==> src/rtl/core/wbpc_pkg.sv <==
package wbpc_pkg;

    // sample and arithmetic widths
    localparam int SAMPLE_W   = 16;
    localparam int NARROW_W   = 8;
    localparam int GAIN_W     = 24;
    localparam int GAIN_FRAC  = 16;
    localparam int PROD_W     = SAMPLE_W + GAIN_W - GAIN_FRAC;   // gained channel value
    localparam int SAT_W      = 16;
    localparam int SAT_FRAC   = 12;
    localparam int CURVE_W    = 32;
    localparam int CURVE_FRAC = 28;                              // Q.12 blend times Q16.16 gain

    // tone-curve table
    localparam int CURVE_DEPTH = 65536;
    localparam int CURVE_AW    = $clog2(CURVE_DEPTH);
    localparam int ADDR_W      = 16;

    // sample range: max is 256 in narrow mode, 65536 in wide mode
    localparam int MAX_W = SAMPLE_W + 1;
    localparam logic [MAX_W-1:0]    MAX_NARROW = MAX_W'(256);
    localparam logic [MAX_W-1:0]    MAX_WIDE   = MAX_W'(65536);
    localparam logic [SAMPLE_W-1:0] TOP_NARROW = SAMPLE_W'(256 - 1);
    localparam logic [SAMPLE_W-1:0] TOP_WIDE   = SAMPLE_W'(65536 - 1);

    // blend datapath
    localparam int POS_W   = CURVE_AW + SAT_FRAC;
    localparam int DIFF_W  = PROD_W + 1;
    localparam int BLEND_W = SAT_W + 1 + DIFF_W;
    localparam int T_W     = BLEND_W;
    localparam int T_HALF  = T_W / 2;
    localparam int PP_W    = (T_W - T_HALF) + CURVE_W;
    localparam int SUM_W   = T_W + CURVE_W;
    localparam int Q_W     = SUM_W - CURVE_FRAC;

    localparam int LANES = 3;

    // configuration register indexes
    localparam int CFG_IDX_W  = 3;
    localparam int CFG_DATA_W = 24;
    localparam logic [CFG_IDX_W-1:0] CFG_WIDE_SAMPLES = 3'd0;
    localparam logic [CFG_IDX_W-1:0] CFG_CLIP_SAT     = 3'd1;
    localparam logic [CFG_IDX_W-1:0] CFG_RED_GAIN     = 3'd2;
    localparam logic [CFG_IDX_W-1:0] CFG_GREEN_GAIN   = 3'd3;
    localparam logic [CFG_IDX_W-1:0] CFG_BLUE_GAIN    = 3'd4;
    localparam logic [CFG_IDX_W-1:0] CFG_SAT_FACTOR   = 3'd5;

    localparam logic [GAIN_W-1:0] GAIN_ONE = GAIN_W'(65536);
    localparam logic [SAT_W-1:0]  SAT_ONE  = SAT_W'(4096);

    typedef struct packed {
        logic wide;
        logic clip;
    } wbpc_mode_t;

    typedef struct packed {
        logic s2;
        logic s3;
        logic s4;
        logic s5;
        logic s6;
    } wbpc_en_t;

    function automatic logic [SAMPLE_W-1:0] sample_top(input logic wide);
        return wide ? TOP_WIDE : TOP_NARROW;
    endfunction

    function automatic logic [MAX_W-1:0] sample_max(input logic wide);
        return wide ? MAX_WIDE : MAX_NARROW;
    endfunction

endpackage

==> src/rtl/core/wbpc_tone_lane.sv <==
module wbpc_tone_lane import wbpc_pkg::*; (
    input  logic                aclk,
    input  wbpc_en_t            en,
    input  wbpc_mode_t          mode,
    input  logic [SAT_W-1:0]    sat,
    input  logic [PROD_W-1:0]   prod,
    input  logic [CURVE_AW-1:0] idx,
    input  logic [CURVE_W-1:0]  curve,
    output logic [SAMPLE_W-1:0] sample_out
);

    logic [PROD_W-1:0]         prod2_reg;

    logic [PROD_W-1:0]         r;
    logic signed [DIFF_W-1:0]  diff;
    logic signed [BLEND_W-1:0] blend;
    logic signed [BLEND_W-1:0] blend3_reg;
    logic [POS_W-1:0]          pos3_reg;
    logic [CURVE_W-1:0]        curve3_reg;

    logic signed [BLEND_W:0]   t_sum;
    logic [T_W-1:0]            t4_reg;
    logic [CURVE_W-1:0]        curve4_reg;

    logic [PP_W-1:0]           lo5_reg;
    logic [PP_W-1:0]           hi5_reg;

    logic [SUM_W-1:0]          sum;
    logic [Q_W-1:0]            q;
    logic [SAMPLE_W-1:0]       top;
    logic [SAMPLE_W-1:0]       out6_reg;

    always_ff @(posedge aclk) begin
        if (en.s2) begin
            prod2_reg <= prod;
        end
    end

    // blend toward the selector: idx*4096 + sat*(r - idx)
    always_comb begin
        if (mode.clip && prod2_reg > PROD_W'(sample_max(mode.wide))) begin
            r = PROD_W'(sample_max(mode.wide));
        end else begin
            r = prod2_reg;
        end
        diff  = $signed({1'b0, r}) - $signed({{(DIFF_W-CURVE_AW){1'b0}}, idx});
        blend = $signed({1'b0, sat}) * diff;
    end

    always_ff @(posedge aclk) begin
        if (en.s3) begin
            blend3_reg <= blend;
            pos3_reg   <= {idx, {SAT_FRAC{1'b0}}};
            curve3_reg <= curve;
        end
    end

    assign t_sum = $signed({{(BLEND_W+1-POS_W){1'b0}}, pos3_reg})
                 + $signed({blend3_reg[BLEND_W-1], blend3_reg});

    always_ff @(posedge aclk) begin
        if (en.s4) begin
            t4_reg     <= t_sum[BLEND_W] ? '0 : t_sum[T_W-1:0];
            curve4_reg <= curve3_reg;
        end
    end

    // 42 x 32 product split into two partial products
    always_ff @(posedge aclk) begin
        if (en.s5) begin
            lo5_reg <= PP_W'(t4_reg[T_HALF-1:0]) * PP_W'(curve4_reg);
            hi5_reg <= PP_W'(t4_reg[T_W-1:T_HALF]) * PP_W'(curve4_reg);
        end
    end

    always_comb begin
        sum = {hi5_reg, {T_HALF{1'b0}}} + SUM_W'(lo5_reg);
        q   = sum[SUM_W-1:CURVE_FRAC];
        top = sample_top(mode.wide);
    end

    always_ff @(posedge aclk) begin
        if (en.s6) begin
            out6_reg <= (q > Q_W'(top)) ? top : q[SAMPLE_W-1:0];
        end
    end

    assign sample_out = out6_reg;

endmodule

==> config.mk <==
export PLATFORM = sky130hd
export DESIGN_NAME = wbpc_tone_lane
export DESIGN_NICKNAME = d
export VERILOG_FILES = /design/src/rtl/core/wbpc_pkg.sv /design/src/rtl/core/wbpc_tone_lane.sv
export SDC_FILE = /design/constraint.sdc
export NUM_CORES = 2
export LEC_CHECK = 0
export ABC_AREA = 1
export BUFFER_PORTS_ARGS = -buffer_cell sky130_fd_sc_hd__buf_4
export CAP_MARGIN = 40
export CORE_UTILIZATION = 45
export DETAILED_ROUTE_END_ITERATION = 12
export MAX_ROUTING_LAYER = met4
export PLACE_DENSITY = 0.72
export RECOVER_POWER = 25
export SETUP_SLACK_MARGIN = 0.02
export SYNTH_ARGS = -nofsm -noshare
export SYNTH_HDL_FRONTEND = slang
export SYNTH_SLANG_ARGS = --single-unit
==> constraint.sdc <==
create_clock -name aclk -period 8.3 [get_ports aclk]
set_input_delay 0 -clock aclk [delete_from_list [all_inputs] [get_ports aclk]]
set_output_delay 0 -clock aclk [all_outputs]
set_load 0.02 [all_outputs]
==> impl_metrics.tcl <==
set metrics [dict create \
    clockBufferDepth 3 \
    pre_antenna_drt_iters 10 \
    design.final.nets 11500 \
    finalSetupViolCount 21 \
    area_contributors_post_synth "sky130_fd_sc_hd__fa_1 42%, sky130_fd_sc_hd__inv_1 13%, sky130_fd_sc_hd__nand2_1 12%" \
    cap_violations 2 \
    initial_antenna_violation_count 11 \
    min_path_type "input port to flop" \
    wl_um 220000 \
    layout_setup_ws_ns -0.451 \
    number_of_flip_flops_under_the_largest_register_name 53 \
    crit_required_ns 8.70 \
    ys_dominant_reg_cell "sky130_fd_sc_hd__edfxtp_1" \
    cts-htree-levels 2 \
    critical_path.max_stage_delay_ns 0.54 \
    timing.critical_path.fanout_max 6 \
    critPathArrivalTime_ns 9.15 \
    synth_simple_gate_area_share_pct 17.2 \
    critPathMostFrequentCell "sky130_fd_sc_hd__fa_1" \
    share_of_the_synthesized_area_in_the_top_cell_type_pct 41.9 \
    crit_path_start_kind "flop" \
    grt_pass1_vias 64300 \
    critical_path.endpoint_type "flop" \
    grt_setup_unrepaired "yes" \
    netlist-cell-type-count 63 \
    grt_max_degree 72 \
    synth-compound-area-share_pct 3.75 \
    post_synthesis_register_bit_count 289 \
    antenna_violating_nets_post_route 0 \
    synthDominantAreaCellType "sky130_fd_sc_hd__fa_1" \
    wl_per_cell_um 19.1 \
    report.final.slew_viol_count 52 \
    worst_slew_pin_slew_ns 1.76 \
    starting_drt_drc_count 4551 \
    grt-ovfl-total 0 \
    design.die.area_um2 164000 \
    muxShareOfSynthArea_pct 0 \
    die_h_um 405 \
    crit_path_top_delay_cell "sky130_fd_sc_hd__fa_1" \
    timing.setup.tns_ns -6.12 \
    synth_nets 11100 \
    tritoncts_num_sinks 289 \
    violations "DRC, capacitance limit, slew limit, setup timing" \
    cts_made_buffers 39 \
    final_hold_viol_count 0 \
    core_area_um2 161000 \
    synth_edf_count 289 \
    synthAdderAreaFrac_pct 50.4 \
    gp_routability_congestion 0.984 \
    io_buffer_count 111 \
    grt_pass1_wl_um 352000 \
    clock_tree_from_tritoncts "done" \
    ys_warnings 0 \
    max_freq_mhz 114 \
    period_share_pct 105 \
    floorplan.die.width_um 405 \
    period_minus_slack_ns 8.75 \
    fraction_of_layout_instances_using_a_drive_strength_above_1_pct 10.4 \
    fp-row-count 147 \
    netlist_instances 8939 \
    vias_per_cell 5.09 \
    post-dp-hpwl_um 185000 \
    timing.slew.headroom_pct -17.3 \
    clkTransAtPathRegs_ns 0.06 \
    design.portCount 112 \
    critical_path_class "flop to flop" \
    layout-area-overhead-vs-synth_pct 13.5 \
    synth_top_family_by_area "adder cells" \
    start_util_pct 45.4 \
    grt_util_all_layers_pct 28.7 \
    post_synth.cell_area_avg_um2 8.16 \
    dr_total_vias 58700 \
    drt_drc_violations_left 1 \
    synthArstFlopShare_pct 0 \
    synthXorXnorAreaFrac_pct 1.99 \
    status "finished with violations" \
    sequential_share_of_the_synthesized_area_pct 11.9 \
    combined_area_of_all_synthesized_cells_um2 73000 \
    worstSkewPairLatency_ns 0.66 \
    clock_skew_ns 0.0433 \
    cts_root_buffer "sky130_fd_sc_hd__clkbuf_16" \
]
cell families after synthesis:
| family | after synthesis |
|---|---|
| AO/OA/AOI/OAI | 487 |
| adder cells (fa/ha/maj) | 2025 |
| flip-flops | 289 |
| buffers and inverters | 2845 |
| XOR/XNOR | 165 |
| AND/OR/NAND/NOR | 3128 |
layout make-up:
class,instances,area (um2)
Sequential cell,289,8680
Inverter,2501,9410
Tap cell,2160,2700
Fill cell,15000,77900
Clock buffer,42,987
Timing Repair Buffer,693,5930
Multi-Input combinational cell,5805,54800
Antenna cell,8,20.0
Clock inverter,29,270
path summary, 6_finish.rpt:
kind         slack [ns]  cells past startpoint        endpoint          start
min                0.08                      2  curve3_reg[12]      curve[12]
max               -0.45                     41  blend3_reg[40]  prod2_reg[21]
min reg2reg        0.41                      0   curve4_reg[8]  curve3_reg[8]
max reg2reg       -0.45                     41  blend3_reg[40]  prod2_reg[21]
worst max-delay path, delay by kind of cell, from the launching register on:
family | cells | cell delay [ns]
adder cells (fa/ha/maj) | 8 | 3.17
buffers and inverters | 10 | 1.00
XOR/XNOR | 1 | 0.15
AND/OR/NAND/NOR | 13 | 1.95
flip-flops | 1 | 0.43
AO/OA/AOI/OAI | 9 | 1.75
what timing repair did:
| action | CTS | global route |
|---|---|---|
| endpoints found under the hold margin | 186 | 0 |
| cloned | 0 | 0 |
| buffers inserted | 40 | 18 |
| hold buffers | 79 | 0 |
| resized for setup | 155 | 132 |
| pin swaps | 82 | 49 |
| setup endpoints to repair | 27 | 27 |
cell usage after synthesis (10+ instances only):
library cell and n:
sky130_fd_sc_hd__nor2_2 22, sky130_fd_sc_hd__a21o_1 10, sky130_fd_sc_hd__nand2_2 12, sky130_fd_sc_hd__fa_1 1526, sky130_fd_sc_hd__ha_1 499, sky130_fd_sc_hd__inv_1 2494
sky130_fd_sc_hd__o21ai_0 119, sky130_fd_sc_hd__a21oi_1 240, sky130_fd_sc_hd__xnor2_1 56, sky130_fd_sc_hd__or2_2 11, sky130_fd_sc_hd__o21a_1 23, sky130_fd_sc_hd__clkbuf_1 327
sky130_fd_sc_hd__nand3_1 177, sky130_fd_sc_hd__nor3_1 33, sky130_fd_sc_hd__nor4_1 14, sky130_fd_sc_hd__nand4_1 45, sky130_fd_sc_hd__xor2_1 108, sky130_fd_sc_hd__edfxtp_1 289
sky130_fd_sc_hd__a31oi_1 36, sky130_fd_sc_hd__nand2_1 2332, sky130_fd_sc_hd__nor2_1 436
per-layer routing:
layer	track usage, %	vias up	part of all wire [%]	routed length, um
met4	9.50	0	3.7	8080
li1	-	26600	-	-
met5	-	-	0	0
met1	35.2	29400	40	87500
met2	48.4	2269	49	108000
met3	4.34	457	7.5	16600
per-stage QoR:
| stage | setup WS (ns) | cell area (um2) | instances | utilization, % | hold WS [ns] |
|---|---|---|---|---|---|
| 6_report | -0.451 | 82800 | 11500 | 51.5 | 0.0767 |
| 2_1_floorplan | -0.0509 | 73300 | 8939 | - | 0.0989 |
| 3_3_place_gp | -0.705 | 79000 | 11300 | 49.1 | 0.179 |
| 5_1_grt | -0.728 | 82800 | 11500 | 51.5 | 0.0757 |
| 4_1_cts | -0.225 | 82400 | 11500 | 51.2 | 0.00969 |
| 3_5_place_dp | -0.742 | 79400 | 11300 | 49.4 | 0.180 |
cell usage in the layout, fill, tap and decap left out, types with 38 or more instances in the layout:
cell type,instances
sky130_fd_sc_hd__inv_2,47
sky130_fd_sc_hd__nand2_1,2287
sky130_fd_sc_hd__clkbuf_16,39
sky130_fd_sc_hd__ha_1,469
sky130_fd_sc_hd__edfxtp_1,289
sky130_fd_sc_hd__fa_1,1508
sky130_fd_sc_hd__nor2_2,40
sky130_fd_sc_hd__dlygate4sd3_1,79
sky130_fd_sc_hd__nand2_2,45
sky130_fd_sc_hd__nand4_1,45
sky130_fd_sc_hd__buf_4,471
sky130_fd_sc_hd__clkbuf_1,38
sky130_fd_sc_hd__o21ai_0,100
sky130_fd_sc_hd__nor2_1,412
sky130_fd_sc_hd__xor2_1,107
sky130_fd_sc_hd__inv_1,2447
sky130_fd_sc_hd__xnor2_1,55
sky130_fd_sc_hd__nand3_1,171
sky130_fd_sc_hd__a21oi_1,207
sky130_fd_sc_hd__clkbuf_4,42
Power is not shown: default switching activity piles up to over one toggle a cycle in this logic, so the estimate is an artifact.
