[config.mk]
export PLATFORM = sky130hd
export DESIGN_NAME = wbpc_merge
export DESIGN_NICKNAME = d
export VERILOG_FILES = /design/src/rtl/core/wbpc_pkg.sv /design/src/rtl/core/wbpc_merge.sv
export SDC_FILE = /design/constraint.sdc
export NUM_CORES = 1
export LEC_CHECK = 0
export BUFFER_PORTS_ARGS = -buffer_cell sky130_fd_sc_hd__buf_2
export CORE_MARGIN = 4
export CORE_UTILIZATION = 51
export DETAILED_ROUTE_END_ITERATION = 10
export PLACE_DENSITY = 0.84
export SETUP_SLACK_MARGIN = 0.1
export SKIP_LAST_GASP = 1
export SLEW_MARGIN = 20
export SYNTH_ARGS = -nofsm -noshare
export SYNTH_HDL_FRONTEND = slang
export SYNTH_SLANG_ARGS = --single-unit
[constraint.sdc]
create_clock -name vclk -period 8.5
set_input_delay 0.85 -clock vclk [all_inputs]
set_output_delay 0.85 -clock vclk [all_outputs]
set_load 0.01 [all_outputs]
[src/rtl/core/wbpc_pkg.sv]
package wbpc_pkg;

    // sample and arithmetic widths
    localparam int SAMPLE_W   = 16;
    localparam int NARROW_W   = 8;
    localparam int GAIN_W     = 24;
    localparam int GAIN_FRAC  = 16;
    localparam int PROD_W     = SAMPLE_W + GAIN_W - GAIN_FRAC;   // gained channel value
    localparam int SAT_W      = 16;
    localparam int SAT_FRAC   = 12;
    localparam int CURVE_W    = 32;
    localparam int CURVE_FRAC = 28;                              // Q.12 blend times Q16.16 gain

    // tone-curve table
    localparam int CURVE_DEPTH = 65536;
    localparam int CURVE_AW    = $clog2(CURVE_DEPTH);
    localparam int ADDR_W      = 16;

    // sample range: max is 256 in narrow mode, 65536 in wide mode
    localparam int MAX_W = SAMPLE_W + 1;
    localparam logic [MAX_W-1:0]    MAX_NARROW = MAX_W'(256);
    localparam logic [MAX_W-1:0]    MAX_WIDE   = MAX_W'(65536);
    localparam logic [SAMPLE_W-1:0] TOP_NARROW = SAMPLE_W'(256 - 1);
    localparam logic [SAMPLE_W-1:0] TOP_WIDE   = SAMPLE_W'(65536 - 1);

    // blend datapath
    localparam int POS_W   = CURVE_AW + SAT_FRAC;
    localparam int DIFF_W  = PROD_W + 1;
    localparam int BLEND_W = SAT_W + 1 + DIFF_W;
    localparam int T_W     = BLEND_W;
    localparam int T_HALF  = T_W / 2;
    localparam int PP_W    = (T_W - T_HALF) + CURVE_W;
    localparam int SUM_W   = T_W + CURVE_W;
    localparam int Q_W     = SUM_W - CURVE_FRAC;

    localparam int LANES = 3;

    // configuration register indexes
    localparam int CFG_IDX_W  = 3;
    localparam int CFG_DATA_W = 24;
    localparam logic [CFG_IDX_W-1:0] CFG_WIDE_SAMPLES = 3'd0;
    localparam logic [CFG_IDX_W-1:0] CFG_CLIP_SAT     = 3'd1;
    localparam logic [CFG_IDX_W-1:0] CFG_RED_GAIN     = 3'd2;
    localparam logic [CFG_IDX_W-1:0] CFG_GREEN_GAIN   = 3'd3;
    localparam logic [CFG_IDX_W-1:0] CFG_BLUE_GAIN    = 3'd4;
    localparam logic [CFG_IDX_W-1:0] CFG_SAT_FACTOR   = 3'd5;

    localparam logic [GAIN_W-1:0] GAIN_ONE = GAIN_W'(65536);
    localparam logic [SAT_W-1:0]  SAT_ONE  = SAT_W'(4096);

    typedef struct packed {
        logic wide;
        logic clip;
    } wbpc_mode_t;

    typedef struct packed {
        logic s2;
        logic s3;
        logic s4;
        logic s5;
        logic s6;
    } wbpc_en_t;

    function automatic logic [SAMPLE_W-1:0] sample_top(input logic wide);
        return wide ? TOP_WIDE : TOP_NARROW;
    endfunction

    function automatic logic [MAX_W-1:0] sample_max(input logic wide);
        return wide ? MAX_WIDE : MAX_NARROW;
    endfunction

endpackage

[src/rtl/core/wbpc_merge.sv]
module wbpc_merge import wbpc_pkg::*; (
    input  wbpc_mode_t          mode,
    input  logic [PROD_W-1:0]   prod [LANES],
    output logic [CURVE_AW-1:0] idx
);

    logic [PROD_W-1:0] peak;
    logic [PROD_W-1:0] top;

    always_comb begin
        peak = prod[0];
        for (int i = 1; i < LANES; i++) begin
            if (prod[i] > peak) begin
                peak = prod[i];
            end
        end
        top = PROD_W'(sample_top(mode.wide));
        if (mode.clip && peak > top) begin
            peak = top;
        end
        // selector saturates at the last table entry
        if (peak > PROD_W'(CURVE_DEPTH - 1)) begin
            idx = CURVE_AW'(CURVE_DEPTH - 1);
        end else begin
            idx = peak[CURVE_AW-1:0];
        end
    end

endmodule

==> results of run 1 <==
layout make-up:
class                           instances  share of cell area, %
Tap cell                               50                  2.320
Timing Repair Buffer                   91                  16.98
Multi-Input combinational cell        260                  76.10
Inverter                               33                  4.594
cells by family after synthesis:
group	Yosys count	share of synthesized area, %
compound gates	73	23.95
mux	24	11.39
simple gates	107	25.07
buf+inv	42	8.188
fa+ha+maj	56	31.41
Yosys cell counts, drive strengths merged:
library cell	n	area [µm²]
nor4	6	52.55
mux2i	19	197.7
buf	7	51.29
nor3	10	50.05
a221o	1	10.01
a221oi	1	26.28
o211ai	5	51.30
a21oi	33	165.2
nor2b	2	12.51
nand2	34	127.6
nand4	13	81.33
nand3	4	20.02
or2	1	8.760
a211oi	3	40.04
or3	1	6.260
o31a	1	8.760
a21o	6	45.04
and3	5	31.28
o21ai	9	45.04
nor2	23	88.84
clkbuf	2	7.510
a21boi	2	15.01
a22oi	2	15.01
o21a	1	7.510
o211a	7	77.58
mux2	5	56.30
and2	1	6.260
and4	7	73.82
ha	56	700.7
inv	33	123.9
a31oi	2	27.53
worst max-delay path by stage:
| stage | startpoint | to | slack, ns | depth (start not counted) |
|---|---|---|---|---|
| 2_1_floorplan | prod[71] | idx[10] | 1.08 | 29 |
| 3_3_place_gp | prod[71] | idx[4] | 1.03 | 26 |
| 3_5_place_dp | prod[71] | idx[7] | 0.87 | 27 |
| 4_1_cts | prod[71] | idx[1] | 0.85 | 27 |
| 5_1_grt | prod[67] | idx[0] | 0.26 | 27 |
| 6_report | prod[67] | idx[1] | 0.78 | 27 |
critical path: stages:
cell,delay [ns]
buf_2,0.10
inv_1,0.04
ha_1,0.30
and4_4,0.22
and2_1,0.15
a22oi_1,0.45
and4_4,0.39
or2_4,0.35
mux2i_1,0.29
ha_1,0.28
and3_1,0.19
a221o_1,0.35
a22oi_1,0.18
o211ai_1,0.12
o21ai_2,0.53
buf_4,0.34
nor2_1,0.06
a21oi_1,0.22
ha_1,0.19
nand4_1,0.08
nor2_1,0.09
o21ai_0,0.11
a211oi_2,0.26
a31oi_4,0.19
nor2_2,0.27
nand2_1,0.09
buf_2,0.14
routing by layer:
| layer | track usage (%) | wire length [µm] | part of all wire, % |
|---|---|---|---|
| met1 | 28.48 | 2743 | 44 |
| met2 | 39.47 | 2979 | 48 |
| met3 | 1.757 | 388 | 6.3 |
| met4 | 3.823 | 75 | 1.2 |
| met5 | 0 | 0 | 0 |
report_power, final:
| group | switching, mW | internal, mW |
|---|---|---|
| Clock | 0 | 0 |
| Sequential | 0 | 0 |
| Combinational | 0.107 | 0.0845 |
metrics by stage:
step	hold WS, ns	util (%)
after global placement	2.062	65.52
after floorplan	1.859	-
after detailed placement	2.057	65.52
final	2.053	65.52
after CTS	2.059	65.52
after global routing	2.101	65.52
==> flow_metrics.tcl, run 1 <==
set metrics [dict create \
    synthesis.nets 432 \
    worst_pin_slew_ns 0.6158 \
    grt_max_degree 21 \
    hold_buffers 0 \
    min_to "idx[0]" \
    cts_resized 0 \
    start_util_pct 54.21 \
    drv_slew 0 \
    dpl_cell_area_um2 2696 \
    grt_overflow 0 \
    routed_via_density 5.721 \
    final_cells 434 \
    min_path_cells 4 \
    power_density_nw_per_um2 70.94 \
    synth.distinct_cells 43 \
    timing.fmax_mhz 129.6 \
    design.seq.count 0 \
    status "finished clean" \
    final_cell_mix "90 x buf_2, 56 x ha_1, 34 x nand2_1, 33 x inv_1, 33 x a21oi_1" \
    drtAntennaViolNets 0 \
    detailed_place_hpwl_um 5477 \
    final_design_area_no_fill_um2 2696 \
    dp_cells 434 \
    leakagePower_nw 1.477 \
    cap_viol_max_count 0 \
    coreArea_um2 4115 \
    portBuffers 90 \
    antennaDiodeCount 0 \
    track_usage_pct 21.85 \
    postSynthAreaPerCell_um2 7.387 \
    setup_tns_ns 0 \
    grt_pass1_wl_um 9991 \
    post-route-period-util_pct 90.81 \
    rsz0062_at_grt "no" \
    layout_commonest_cell "buf_2" \
    peakVddDrop_mv 0.04673 \
    die_h_um 74.14 \
    antenna_found_initial 0 \
    multi_input_area_um2 2052 \
    postCtsSetupBuffers 0 \
    die-area_um2 5497 \
    drc 0 \
    synth_warnings 0 \
    io_pins 90 \
    crit_fanout 20 \
    required_ns 7.65 \
    finalHoldViolCount 0 \
    totalWireLength_um 6186 \
    routedWlPerCell_um 14.25 \
    worstSetupStartpointType "primary input" \
    grt_pass1_vias 2400 \
    netlist_area_um2 2231 \
    vias 2483 \
    die_x_um 74.14 \
    rows 23 \
    place_congestion 0.8967 \
    regArea_um2 0 \
    synth_cells 302 \
    hold_path.class "in2out" \
    n_fill_cell 356 \
    relSlewSlack_pct 58.94 \
    drive_gt1_share_pct 29.43 \
    drt_iter0_markers 155 \
    min_period_ns 7.719 \
    finalWorstSetupSlack_ns 0.7810 \
    path_class "in2out" \
    fin_nets 516 \
    arrival_ns 6.87 \
    area_delta_synth_final_pct 20.86 \
    worstSetupEndpointType "primary output" \
    setup_viol 0 \
    nClkBuffers 0 \
    ys_seq_area_share_pct 0 \
    fin_total_pwr_uw 191.3 \
    place_ws_ns 0.8674 \
    min-delay-start "prod[0]" \
    drt_pass1_iterations 4 \
]
Note: power is estimated with default switching activity, not from simulation.
==> inputs of run 2 (changes only) <==
- RECOVER_POWER: unset -> 100
==> run 2 against run 1 <==
  * Fmax shrank 1.9%
  * Sequential share of layout area is the same
  * Largest cell class unchanged
  * Via count is the same
==> flow_metrics.tcl, run 2 (synthesis gave the netlist of run 1 again) <==
set metrics [dict create \
    antenna_found_initial 0 \
    finalHoldViolCount 0 \
    cts_resized 0 \
    multi_input_area_um2 2041 \
    grt_max_degree 21 \
    dp_cells 434 \
    final_cells 434 \
    cap_viol_max_count 0 \
    grt_pass1_wl_um 9991 \
    start_util_pct 54.21 \
    post-route-period-util_pct 92.62 \
    die-area_um2 5497 \
    drive_gt1_share_pct 26.82 \
    arrival_ns 7.02 \
    rsz0062_at_grt "no" \
    drv_slew 0 \
    vias 2483 \
    timing.fmax_mhz 127.0 \
    min_period_ns 7.872 \
    setup_viol 0 \
    layout_commonest_cell "buf_2" \
    portBuffers 90 \
    die_x_um 74.14 \
    grt_overflow 0 \
    crit_fanout 20 \
    worstSetupEndpointType "primary output" \
    relSlewSlack_pct 58.92 \
    leakagePower_nw 1.460 \
    crit_path_frequent_cell "ha_1" \
    finalWorstSetupSlack_ns 0.6276 \
    path_class "in2out" \
    totalWireLength_um 6200 \
    routed_via_density 5.721 \
    die_h_um 74.14 \
    power_density_nw_per_um2 70.65 \
    design.seq.count 0 \
    place_congestion 0.8967 \
    postCtsSetupBuffers 0 \
    regArea_um2 0 \
    io_pins 90 \
    setup_tns_ns 0 \
    required_ns 7.65 \
    grt_pass1_vias 2400 \
    drt_pass1_iterations 4 \
    worst_pin_slew_ns 0.6161 \
    detailed_place_hpwl_um 5477 \
    coreArea_um2 4115 \
    nClkBuffers 0 \
    worstSetupStartpointType "primary input" \
    hold_buffers 0 \
    min_path_cells 4 \
    area_delta_synth_final_pct 19.85 \
    antennaDiodeCount 0 \
    drtAntennaViolNets 0 \
    cpMaxStageDelayCell "o21ai_2" \
    fin_util_pct 64.97 \
    routedWlPerCell_um 14.29 \
    place_ws_ns 0.8674 \
    slowest_delay_ns 0.53 \
    final_cell_mix "81 x buf_2, 56 x ha_1, 34 x nand2_1, 33 x inv_1, 33 x a21oi_1" \
    hold_path.class "in2out" \
    status "finished clean" \
    timing.hold.ws_ns 2.072 \
    peakVddDrop_mv 0.04574 \
    rows 23 \
    fin_nets 516 \
    drt_iter0_markers 153 \
    drc 0 \
    track_usage_pct 21.85 \
    n_fill_cell 369 \
]
[run 2: cell types whose count changed in the layout (fill, tap and decap cells not counted)]
cell      change
a31oi_2       +1
and4_4        -1
clkbuf_1      +9
a31oi_4       -1
and4_1        +1
buf_2         -9
[run 2: metal layers]
metal,track usage (%),up-vias,share of wire [%]
met1,28.48,1110,44
met4,3.823,0,1.2
met3,1.757,8,6.5
li1,-,1287,-
met2,39.47,78,48
met5,0,-,0
[run 2: stage by stage]
step	total power, mW	area [µm²]
floorplan	0.1384	2231
global placement	0.1845	2696
detailed placement	0.1897	2696
CTS	0.1907	2696
global route	0.2139	2674
finish	0.1889	2674
[run 2: final cells by class]
cell class / count / area share, %
inverters: 33 / 4.633
well taps: 50 / 2.340
multi-input cells: 260 / 76.32
repair buffers: 91 / 16.71
[run 2: worst paths after layout]
kind	start	to	slack (ns)
max	prod[71]	idx[1]	0.63
min	prod[3]	idx[3]	2.07
[run 2: power breakdown]
group | leakage, nW | switching, mW | internal (mW)
registers | 0 | 0 | 0
logic | 1.46 | 0.106 | 0.0830
clock network | 0 | 0 | 0
[run 2: worst max-delay path, delay by kind of cell]
kind,cells,cell delay [ns]
compound gates,10,2.66
buf+inv,4,0.63
simple gates,9,1.79
mux,1,0.29
fa+ha+maj,3,0.78
==> inputs of run 3 (changes only) <==
- ABC_AREA: unset -> 1
==> run 3 against run 2 <==
  * Utilization is 0.28 points lower
  * Total power is 1.6% higher
  * Non-clock buffer count is 1 lower
  * Cell area is 1.8% lower
  * Highest routed layer unchanged
  * Setup slack better by 0.80 ns
  * Sequential share of layout area stayed put
  * First-iteration DRC count is 36% lower
  * Fmax is 11% higher
==> flow_metrics.tcl, run 3 <==
set metrics [dict create \
    status "finished clean" \
    final_cells 517 \
    setup_viol 0 \
    layout_commonest_cell "nand2_1" \
    relSlewSlack_pct 62.67 \
    area_delta_synth_final_pct 20.37 \
    die-area_um2 5386 \
    drt_pass1_iterations 4 \
    hold_path.class "in2out" \
    rows 23 \
    grt_max_degree 41 \
    final_design_area_no_fill_um2 2625 \
    detailed_place_hpwl_um 5219 \
    finalHoldViolCount 0 \
    synth_cells 384 \
    io_pins 90 \
    setup_tns_ns 0 \
    place_ws_ns 2.033 \
    design.seq.count 0 \
    leakagePower_nw 1.616 \
    timing.fmax_mhz 141.5 \
    final_cell_mix "120 x nand2_1, 84 x buf_2, 56 x ha_1, 54 x inv_1, 40 x nor2_1" \
    dp_cells 517 \
    grt_overflow 0 \
    antenna_found_initial 0 \
    coreArea_um2 4058 \
    crit_fanout 40 \
    place_congestion 0.9044 \
    grt_pass1_wl_um 9756 \
    crit_path_frequent_cell "nand2_1" \
    routed_via_density 5.103 \
    synthesis.nets 514 \
    portBuffers 90 \
    fin_nets 599 \
    synth.distinct_cells 29 \
    cpMaxStageDelayCell "inv_1" \
    power_density_nw_per_um2 73.12 \
    synth_top_area_share_pct 32.13 \
    netlist_area_um2 2181 \
    drt_iter0_markers 98 \
    die_h_um 73.39 \
    synth_warnings 0 \
    synth_most_common_cell "nand2_1" \
    required_ns 7.65 \
    fin_total_pwr_uw 191.9 \
    yosys.area.top_type "ha_1" \
    totalWireLength_um 5784 \
    grt_pass1_vias 2499 \
    post-route-period-util_pct 83.16 \
    synth.top_cells.by_count "118 x nand2_1, 56 x ha_1, 53 x inv_1" \
    worst_pin_slew_ns 0.5594 \
    rsz0062_at_grt "no" \
    drtAntennaViolNets 0 \
    peakVddDrop_mv 0.04856 \
    regArea_um2 0 \
    ys_seq_area_share_pct 0 \
    dpl_cell_area_um2 2648 \
    cts_resized 0 \
    nClkBuffers 0 \
    worstSetupStartpointType "primary input" \
    drv_slew 0 \
    start_util_pct 53.75 \
    path_class "in2out" \
    postCtsSetupBuffers 0 \
    drive_gt1_share_pct 19.91 \
    die_x_um 73.39 \
    slowest_delay_ns 0.57 \
    worstSetupEndpointType "primary output" \
    routedWlPerCell_um 11.19 \
    hold_buffers 0 \
    vias 2638 \
    arrival_ns 6.22 \
    postSynthAreaPerCell_um2 5.679 \
    yosys-top-cells-area "ha_1 32%, nand2_1 20%, inv_1 9.1%" \
    drc 0 \
    track_usage_pct 21.45 \
    antennaDiodeCount 0 \
    cap_viol_max_count 0 \
    min_period_ns 7.069 \
    finalWorstSetupSlack_ns 1.431 \
]
==> run 3: changes by cell type in the layout (fill, tap and decap cells not counted), moves of 6 or more <==
cell     delta
nand2_1    +86
nand3_1    +28
inv_1      +21
nor2_1     +18
mux2i_1    -17
o21ai_0    +15
a21oi_1    -11
nand4_1     -9
nor3_1      -9
o211a_1     -6
o21ai_1     +6
==> run 3: cell families (layout without fill, tap and decap cells) <==
group	after synthesis	in the layout	synth area share (%)
AND/OR/NAND/NOR	206	206	40.79
buffers and inverters	62	145	11.70
adder cells (fa/ha/maj)	56	56	32.13
AO/OA/AOI/OAI	60	60	15.38
==> run 3: per-layer routing <==
metal	share of wire (%)	track usage [%]	up-vias
met1	44	25.79	1141
met3	5.2	0.5472	6
met2	50	42.11	65
li1	-	-	1426
met5	0	0	-
met4	0.95	3.823	0
==> run 3: final timing paths <==
path,startpoint,to,cells past startpoint
setup / recovery,prod[71],idx[11],32
hold / removal,prod[0],idx[0],4
==> run 3: final cells by class <==
cell class / instances / area, µm²
multi-input combinational: 322 / 1911
inverter: 55 / 209.0
fill: 433 / 1433
tap: 50 / 62.56
timing repair buffer: 90 / 442.9
==> run 3: worst max-delay path: cells and delay by family <==
family | cells | cell delay [ns]
and+or+nand+nor | 23 | 3.03
adders and majority gates | 3 | 0.97
buffers and inverters | 4 | 0.86
AOI/OAI and AO/OA | 2 | 0.49
==> run 3: power breakdown <==
| part | internal [mW] | switching (mW) |
|---|---|---|
| clock | 0 | 0 |
| combinational | 0.0736 | 0.118 |
| sequential | 0 | 0 |
==> run 3: metrics by stage <==
| step | utilization, % | hold WS [ns] |
|---|---|---|
| 2_1_floorplan | - | 1.868 |
| 3_3_place_gp | 65.25 | 2.051 |
| 3_5_place_dp | 65.25 | 2.055 |
| 4_1_cts | 65.25 | 2.057 |
| 5_1_grt | 64.69 | 2.084 |
| 6_report | 64.69 | 2.053 |
