[src/rtl/core/wbpc_pkg.sv]
package wbpc_pkg;

    // sample and arithmetic widths
    localparam int SAMPLE_W   = 16;
    localparam int NARROW_W   = 8;
    localparam int GAIN_W     = 24;
    localparam int GAIN_FRAC  = 16;
    localparam int PROD_W     = SAMPLE_W + GAIN_W - GAIN_FRAC;   // gained channel value
    localparam int SAT_W      = 16;
    localparam int SAT_FRAC   = 12;
    localparam int CURVE_W    = 32;
    localparam int CURVE_FRAC = 28;                              // Q.12 blend times Q16.16 gain

    // tone-curve table
    localparam int CURVE_DEPTH = 65536;
    localparam int CURVE_AW    = $clog2(CURVE_DEPTH);
    localparam int ADDR_W      = 16;

    // sample range: max is 256 in narrow mode, 65536 in wide mode
    localparam int MAX_W = SAMPLE_W + 1;
    localparam logic [MAX_W-1:0]    MAX_NARROW = MAX_W'(256);
    localparam logic [MAX_W-1:0]    MAX_WIDE   = MAX_W'(65536);
    localparam logic [SAMPLE_W-1:0] TOP_NARROW = SAMPLE_W'(256 - 1);
    localparam logic [SAMPLE_W-1:0] TOP_WIDE   = SAMPLE_W'(65536 - 1);

    // blend datapath
    localparam int POS_W   = CURVE_AW + SAT_FRAC;
    localparam int DIFF_W  = PROD_W + 1;
    localparam int BLEND_W = SAT_W + 1 + DIFF_W;
    localparam int T_W     = BLEND_W;
    localparam int T_HALF  = T_W / 2;
    localparam int PP_W    = (T_W - T_HALF) + CURVE_W;
    localparam int SUM_W   = T_W + CURVE_W;
    localparam int Q_W     = SUM_W - CURVE_FRAC;

    localparam int LANES = 3;

    // configuration register indexes
    localparam int CFG_IDX_W  = 3;
    localparam int CFG_DATA_W = 24;
    localparam logic [CFG_IDX_W-1:0] CFG_WIDE_SAMPLES = 3'd0;
    localparam logic [CFG_IDX_W-1:0] CFG_CLIP_SAT     = 3'd1;
    localparam logic [CFG_IDX_W-1:0] CFG_RED_GAIN     = 3'd2;
    localparam logic [CFG_IDX_W-1:0] CFG_GREEN_GAIN   = 3'd3;
    localparam logic [CFG_IDX_W-1:0] CFG_BLUE_GAIN    = 3'd4;
    localparam logic [CFG_IDX_W-1:0] CFG_SAT_FACTOR   = 3'd5;

    localparam logic [GAIN_W-1:0] GAIN_ONE = GAIN_W'(65536);
    localparam logic [SAT_W-1:0]  SAT_ONE  = SAT_W'(4096);

    typedef struct packed {
        logic wide;
        logic clip;
    } wbpc_mode_t;

    typedef struct packed {
        logic s2;
        logic s3;
        logic s4;
        logic s5;
        logic s6;
    } wbpc_en_t;

    function automatic logic [SAMPLE_W-1:0] sample_top(input logic wide);
        return wide ? TOP_WIDE : TOP_NARROW;
    endfunction

    function automatic logic [MAX_W-1:0] sample_max(input logic wide);
        return wide ? MAX_WIDE : MAX_NARROW;
    endfunction

endpackage

[src/rtl/core/wbpc_gain_lane.sv]
module wbpc_gain_lane import wbpc_pkg::*; (
    input  logic                aclk,
    input  logic                en,
    input  logic                wide,
    input  logic [SAMPLE_W-1:0] sample,
    input  logic [GAIN_W-1:0]   gain,
    output logic [PROD_W-1:0]   prod
);

    logic [SAMPLE_W-1:0]        sample_used;
    logic [SAMPLE_W+GAIN_W-1:0] full;
    logic [PROD_W-1:0]          prod_reg;

    always_comb begin
        sample_used = wide ? sample : SAMPLE_W'(sample[NARROW_W-1:0]);
        full = (SAMPLE_W+GAIN_W)'(sample_used) * (SAMPLE_W+GAIN_W)'(gain);
    end

    always_ff @(posedge aclk) begin
        if (en) begin
            prod_reg <= full[SAMPLE_W+GAIN_W-1:GAIN_FRAC];
        end
    end

    assign prod = prod_reg;

endmodule

[config.mk]
export PLATFORM = sky130hd
export DESIGN_NAME = wbpc_gain_lane
export DESIGN_NICKNAME = d
export VERILOG_FILES = /design/src/rtl/core/wbpc_pkg.sv /design/src/rtl/core/wbpc_gain_lane.sv
export SDC_FILE = /design/constraint.sdc
export NUM_CORES = 1
export LEC_CHECK = 0
export BUFFER_PORTS_ARGS = -buffer_cell sky130_fd_sc_hd__buf_2
export CORE_AREA = 2 2 153 155
export DETAILED_ROUTE_END_ITERATION = 7
export DIE_AREA = 0 0 155 157
export PLACE_DENSITY = 0.74
export SETUP_SLACK_MARGIN = 0.1
export SYNTH_ARGS = -nofsm -noshare
export SYNTH_HDL_FRONTEND = slang
export SYNTH_SLANG_ARGS = --single-unit
[constraint.sdc]
create_clock -name aclk -period 6.95 [get_ports aclk]
set_clock_uncertainty 0.15 [all_clocks]
set_input_delay 0.3475 -clock aclk [delete_from_list [all_inputs] [get_ports aclk]]
set_output_delay 0.3475 -clock aclk [all_outputs]
set_load 0.02 [all_outputs]
==> flow_summary.yaml, run 1 <==
grt:
  grt_start_max_net_pins: 65
  grt_antenna_before_repair: 1
  grt_pass1_wl_mm: 53.6
  grt_pass1_vias: 10900
  grt_remaining_overflow: 0
  track_usage: 0.282
sta:
  fmax_mhz: 154
  whs_ps: 505
  drv_slew: 0
  tns_ps: 0
  tightest_slew_ps: 682
  rsz0062_at_grt: "yes"
  post-route-period-util: 0.935
  finalHoldViolations: 0
  maxSlewHeadroom: 0.545
  period_minus_slack_ps: 6500
  setup_viol: 0
detailed_routing:
  initialDrtViolationCount: 598
  via_per_inst: 5.52
  wl_per_cell_um: 18.2
  ant_nets: 0
  wl_mm: 31.9
  drc_errors: 0
  drtPass1Iterations: 5
  vias: 9646
critical_path:
  slowest_delay_ps: 540
  worstSetupEndpointType: "flop"
  crit_fanout: 17
  cpMostUsedCell: "fa_1"
  crit_path_cell_trace: "buf_2 -> nand2_1 -> fa_1 -> inv_1 -> fa_1 -> inv_1 -> fa_1 -> inv_1 -> fa_1 -> fa_1 -> inv_1 -> fa_1 -> inv_1 -> ha_1 -> a211oi_1 -> o21ai_0 -> a211o_1 -> nor2_1 -> a21boi_2 -> a221oi_4 -> o21ai_1 -> a211oi_1 -> nor2_1"
  critPathKind: "input port to flop"
  start_kind: "input port"
  crit_required_ps: 6820
  arrival_ps: 6370
  slowest_stage: "fa_1"
yosys:
  syn_nets: 1892
  synth.cell_area_um2: 12800
  ys.flop_type: "edfxtp_1"
  synth_seq_area_share: 0.0565
  synth_edf_count: 24
  synth.largest_area_cell: "fa_1"
  synthDistinctLibCells: 41
  synthTopCellsByArea: "fa_1, inv_1, ha_1"
  synth.top_cell.area_share: 0.479
  synth-warning-count: 0
  synth_seq_cells: 24
  synth.avg_cell_area_um2: 8.89
  synthArstFlopShare: 0
  synthCells: 1435
clocking:
  cts_hold_buf: 0
  cts_resized: 0
  clock_sinks: 24
  numCtsBuffers: 3
  clk_root_buffer_cell: "clkbuf_16"
  h-tree-depth: 1
  clk_pin_slew_ps: 70
  clock_path_buffers: 2
  cts_tree: "done"
  cts_setup_buffers: 0
cells_and_area:
  drive_gt1_frac: 0.0711
  fin_util: 0.600
  largest_reg_flops: 24
  n_fill_cell: 1973
  seq_area_um2: 721
  area_growth_pct: 5.75
  nNetsFinal: 1920
  multiInputGateArea_um2: 10400
place:
  finalWeightedCongestion: 0.902
  dp.final_hpwl_mm: 26.3
  port_buffers: 66
pwr:
  p_total_mw: 6.69
  power_frac_clock: 0.027
  pwr-share-seq: 0.074
  p_sw_frac: 0.545
  p_switching_mw: 3.65
  power.leakage_nw: 7.51
  p_per_area_nw_per_um2: 496
  ir_drop_mv: 0.691
  p_comb_frac: 0.899
  internal_power_mw: 3.04
floorplanning:
  floorplan.initialDensity: 0.567
  die_area_um2: 24300
  die_y_um: 157
  io_pins: 67
  num_rows: 55
  die-width_um: 155
  core_area_um2: 22500
worst_hold_path:
  hold_class: "input port to flop"
job:
  drv_cap: 0
status:
  outcome: "completed"
stage by stage:
step	instances	setup WS [ps]	area (um2)
6_report	1748	451	13500
5_1_grt	1747	68.6	13500
4_1_cts	1747	375	13500
3_5_place_dp	1743	87.0	13400
3_3_place_gp	1743	257	13400
2_1_floorplan	1435	719	12800
layout by cell type (no fill, tap or decap), drive strengths merged, types with 4 or more instances in the layout:
cell    netlist  routed
inv         378     378
fa          305     305
nand2       258     258
ha          109     109
and3        100     100
buf           0      89
and2         48      48
a21oi        33      33
edfxtp       24      24
a21o         17      17
xnor2        16      16
nor2         13      13
o21ai        13      13
xor2          9       9
a211o         5       5
nand4         5       5
nand3         4       4
a211oi        4       4
o21bai        4       4
clkbuf       67       4
final timing paths:
| check | start | endpoint | slack (ps) | cells after the start |
|---|---|---|---|---|
| max | sample[2] | prod[16] | 450 | 23 |
| min | en | prod[22] | 510 | 1 |
power by group through the flow:
stage	combinational, mW	clock (mW)	sequential (mW)
floorplan	4.38	0	0.585
global placement	5.85	0	0.498
detailed placement	5.97	0	0.494
CTS	6.03	0.187	0.492
global route	6.85	0.191	0.496
finish	6.01	0.183	0.492
kinds of logic after synthesis:
group	after synthesis	share of synthesized area
buffers and inverters	445	0.131
AND/OR/NAND/NOR	440	0.164
adder cells (fa/ha/maj)	414	0.585
AO/OA/AOI/OAI	87	0.0463
XOR/XNOR	25	0.0172
flip-flops	24	0.0565
cells in the mapped netlist (2+ instances only):
master    count
a21oi_1      31
nand2_1     258
a21o_1       17
nand3_1       4
inv_1       378
a211oi_1      4
o21ai_0       5
xor2_1        9
edfxtp_1     24
and2_1       47
o211ai_1      2
ha_1        109
o21ai_1       8
nand4_1       5
o21bai_1      4
xnor2_1      16
a21oi_2       2
nor3_1        2
fa_1        305
and3_1       99
nor2b_1       2
and4_1        2
o21a_1        2
nor2_1       13
a211o_1       5
clkbuf_1     67
cell type report:
| type | instances | area share |
|---|---|---|
| multi-input cells | 966 | 0.769 |
| inverters | 378 | 0.105 |
| flip-flops and latches | 24 | 0.0534 |
| repair buffers | 90 | 0.0380 |
| well taps | 285 | 0.0264 |
| clock buffers | 3 | 0.00556 |
| clock inverters | 1 | 0.00223 |
| diodes | 1 | 0.000185 |
layer usage:
layer | track usage | wire length, um | vias to the layer above
met5 | 0 | 0 | -
met4 | 0.111 | 1250 | 0
met3 | 0.0361 | 2400 | 81
met2 | 0.505 | 16300 | 385
met1 | 0.349 | 11900 | 4889
li1 | - | - | 4291
critical path, delay by kind of cell:
| family | cells | cell delay (ps) |
|---|---|---|
| fa+ha+maj | 7 | 3340 |
| simple gates | 3 | 360 |
| compound gates | 7 | 1620 |
| buf+inv | 6 | 700 |
(Power assumes the default switching activity.)
==> inputs of run 2 (changes only) <==
CTS_BUF_LIST = sky130_fd_sc_hd__clkbuf_4 sky130_fd_sc_hd__clkbuf_8   (was default)
==> flow_summary.yaml, run 2 (synthesis gave the netlist of run 1 again) <==
critical_path:
  endpoint: "prod[16]"
  arrival_ps: 6390
  crit_fanout: 19
  start_kind: "input port"
  critPathKind: "input port to flop"
  crit_path_cell_trace: "buf_2 -> nand2_1 -> fa_1 -> inv_1 -> fa_1 -> inv_1 -> fa_1 -> inv_1 -> fa_1 -> fa_1 -> inv_1 -> fa_1 -> inv_1 -> ha_1 -> a211oi_1 -> o21ai_0 -> a211o_1 -> nor2_1 -> a21boi_2 -> a221oi_4 -> o21ai_1 -> a211oi_1 -> nor2_1"
  cpMostUsedCell: "fa_1"
  slowest_delay_ps: 540
  crit_required_ps: 6850
  slowest_stage: "fa_1"
  critical_path.startpoint: "sample[3]"
  worstSetupEndpointType: "flop"
sta:
  rsz0062_at_grt: "no"
  setup_viol: 0
  period_minus_slack_ps: 6490
  fmax_mhz: 154
  maxSlewHeadroom: 0.543
  tns_ps: 0
  tightest_slew_ps: 685
  post-route-period-util: 0.934
  worst_slack_ps: 458
  drv_slew: 0
  finalHoldViolations: 0
clocking:
  numCtsBuffers: 3
  clock_sinks: 24
  cts_resized: 0
  clk_root_buffer_cell: "clkbuf_8"
  h-tree-depth: 1
  cts_setup_buffers: 0
  clock_path_buffers: 2
  clk_pin_slew_ps: 120
  cts_hold_buf: 0
  cts_tree: "done"
cells_and_area:
  layout_commonest_cell: "inv_1"
  largest_reg_flops: 24
  layout_common_cells: "inv_1, fa_1, nand2_1"
  nNetsFinal: 1920
  n_fill_cell: 1980
  area_growth_pct: 5.46
  drive_gt1_frac: 0.0711
floorplanning:
  die_area_um2: 24300
  core_area_um2: 22500
  die-width_um: 155
  num_rows: 55
  die_y_um: 157
  io_pins: 67
  floorplan.initialDensity: 0.567
worst_hold_path:
  hold_class: "input port to flop"
  min_from: "en"
grt:
  grt_start_max_net_pins: 65
  grt_pass1_wl_mm: 53.6
  grt_antenna_before_repair: 1
  grt_pass1_vias: 10900
  track_usage: 0.282
  grt_remaining_overflow: 0
detailed_routing:
  ant_nets: 0
  drc_errors: 0
  wl_per_cell_um: 18.2
  via_per_inst: 5.53
  drtPass1Iterations: 5
  vias: 9674
  initialDrtViolationCount: 593
  wl_mm: 31.9
status:
  outcome: "completed"
pwr:
  p_per_area_nw_per_um2: 494
  ir_drop_mv: 0.691
  power.leakage_nw: 7.50
place:
  place_ws_ps: 87.0
  dp.final_hpwl_mm: 26.3
  finalWeightedCongestion: 0.902
  port_buffers: 66
job:
  drv_cap: 0
[run 2: metrics by stage]
stage	utilization	area [um2]	std cells	total power, mW	hold WS [ps]
after floorplan	-	12800	1435	4.96	310
after global placement	0.594	13400	1743	6.35	642
after detailed placement	0.594	13400	1743	6.46	641
after CTS	0.597	13400	1747	6.67	482
after global routing	0.598	13500	1747	7.50	491
final	0.598	13500	1748	6.65	482
[run 2: critical path: cells and delay by family]
family	cells	cell delay (ps)
AND/OR/NAND/NOR	3	360
buffers and inverters	6	730
AO/OA/AOI/OAI	7	1620
adder cells (fa/ha/maj)	7	3320
[run 2: cell type report]
cell class                      instances  area (um2)  area share
Clock inverter                          1        30.0     0.00223
Clock buffer                            3        41.3     0.00307
Tap cell                              285         357      0.0265
Timing Repair Buffer                   90         510      0.0379
Multi-Input combinational cell        966       10400       0.771
Antenna cell                            1        2.50    0.000186
Inverter                              378        1420       0.105
Sequential cell                        24         721      0.0536
[run 2: layer usage]
metal  track usage  part of all wire
met1         0.349              0.38
met2         0.505              0.51
met3        0.0361             0.072
met4         0.111             0.039
met5             0                 0
[run 2: how the worst min path moves through the flow]
| stage | end | slack, ps | cells past startpoint |
|---|---|---|---|
| 6_report | prod[13] | 480 | 1 |
| 3_5_place_dp | prod[19] | 640 | 1 |
| 4_1_cts | prod[13] | 480 | 1 |
| 2_1_floorplan | prod[0] | 310 | 0 |
| 5_1_grt | prod[13] | 490 | 1 |
| 3_3_place_gp | prod[20] | 640 | 1 |
[run 2: report_power, final]
group          total (mW)  leakage, nW  internal [mW]  switching [mW]
clock               0.140       0.0357         0.0775          0.0624
sequential          0.492        0.234          0.475          0.0165
combinational        6.02         7.23           2.45            3.57
total                6.65         7.50           3.00            3.65
==> inputs of run 3 (changes only) <==
BUFFER_PORTS_ARGS = default   (was -buffer_cell sky130_fd_sc_hd__buf_2)
DONT_BUFFER_PORTS = 1   (was default)
GPL_ROUTABILITY_DRIVEN = 0   (was default)
PLACE_DENSITY = 0.72   (was 0.74)
==> flow_summary.yaml, run 3 (synthesis gave the netlist of run 1 again) <==
status:
  outcome: "completed"
cells_and_area:
  layout_commonest_cell: "inv_1"
  largest_reg_flops: 24
  drive_gt1_frac: 0.0109
  diodes: 0
  stdcell_count: 1663
  nNetsFinal: 1836
  area_growth_pct: 1.78
  layout_common_cells: "inv_1, fa_1, nand2_1"
pwr:
  p_sw_frac: 0.551
  p_per_area_nw_per_um2: 500
  power.leakage_nw: 7.14
  p_switching_mw: 3.58
  power_frac_clock: 0.022
  ir_drop_mv: 0.988
  p_comb_frac: 0.887
  p_total_mw: 6.50
  internal_power_mw: 2.92
  pwr-share-seq: 0.091
floorplanning:
  die-width_um: 155
  die_area_um2: 24300
  die_y_um: 157
  core_area_um2: 22500
  floorplan.initialDensity: 0.567
  num_rows: 55
  io_pins: 67
sta:
  tightest_slew_ps: 830
  maxSlewHeadroom: 0.445
  drv_slew: 0
  worst_slack_ps: 600
  fmax_mhz: 157
  period_minus_slack_ps: 6350
  rsz0062_at_grt: "no"
  tns_ps: 0
  post-route-period-util: 0.914
  finalHoldViolations: 0
  setup_viol: 0
  whs_ps: 11.9
critical_path:
  critPathKind: "input port to flop"
  arrival_ps: 6250
  crit_required_ps: 6850
  crit_path_cell_trace: "and2_1 -> nand2_1 -> fa_1 -> inv_1 -> fa_1 -> fa_1 -> fa_1 -> fa_1 -> inv_1 -> fa_1 -> inv_1 -> ha_1 -> a211oi_1 -> o21ai_0 -> a211o_1 -> nor2_1 -> a21boi_2 -> a221oi_4 -> o21ai_1 -> a211oi_1 -> nor2_1"
  crit_fanout: 106
  worstSetupEndpointType: "flop"
  slowest_delay_ps: 560
  start_kind: "input port"
  timing.critical_path.buf_inv: 3
  cp.depth: 21
  slowest_stage: "fa_1"
  cpMostUsedCell: "fa_1"
  cp_top_family: "adder cells"
clocking:
  clk_pin_slew_ps: 100
  numCtsBuffers: 3
  clk_root_buffer_cell: "clkbuf_8"
  cts_setup_buffers: 0
  cts_hold_buf: 1
  h-tree-depth: 1
  clock_sinks: 24
  clock_path_buffers: 2
  cts_resized: 0
  cts_tree: "done"
grt:
  grt_pass1_vias: 10000
  grt_antenna_before_repair: 0
  grt_pass1_wl_mm: 51.2
  grt_remaining_overflow: 0
  track_usage: 0.269
  grt_start_max_net_pins: 107
detailed_routing:
  drc_errors: 0
  wl_mm: 30.1
  drtPass1Iterations: 5
  vias: 9214
  via_per_inst: 5.54
  ant_nets: 0
  initialDrtViolationCount: 639
  wl_per_cell_um: 18.1
worst_hold_path:
  min_path_cells: 0
  hold_class: "input port to flop"
job:
  drv_cap: 0
place:
  placed_cells: 1657
  place_ws_ps: 387
  dp.final_hpwl_mm: 24.1
  port_buffers: 0
==> run 3: changes by cell type in the layout (fill, tap and decap cells not counted), sizes merged <==
cell	change
diode	-1
buf	-86
dlygate4sd3	+2
==> run 3: power groups by stage <==
stage | Sequential (mW) | Combinational, mW | Clock (mW)
after floorplan | 0.585 | 4.38 | 0
after global placement | 0.603 | 5.61 | 0
after detailed placement | 0.598 | 5.72 | 0
after CTS | 0.599 | 5.78 | 0.146
after global routing | 0.603 | 6.58 | 0.151
final | 0.594 | 5.76 | 0.142
==> run 3: metrics by stage <==
stage / cell area [um2] / util
global route: 13000 / 0.577
floorplan: 12800 / -
global placement: 12900 / 0.573
CTS: 13000 / 0.577
finish: 13000 / 0.577
detailed placement: 12900 / 0.573
==> run 3: final cells by class <==
class / instances / area, um2
Tap cell: 285 / 357
Multi-Input combinational cell: 966 / 10400
Clock inverter: 1 / 30.0
Timing Repair Buffer: 6 / 50.0
Inverter: 378 / 1420
Fill cell: 2003 / 9520
Sequential cell: 24 / 721
Clock buffer: 3 / 41.3
==> run 3: worst paths after layout <==
check / from / slack, ps / to
worst min-delay path: en / 10 / prod[18]
worst max-delay path: wide / 600 / prod[16]
==> run 3: routing by layer <==
layer	vias to the layer above	global-route usage	share of wire
met3	46	0.0377	0.072
li1	4121	-	-
met4	0	0.0710	0.024
met1	4723	0.367	0.40
met2	324	0.456	0.50
met5	-	0	0
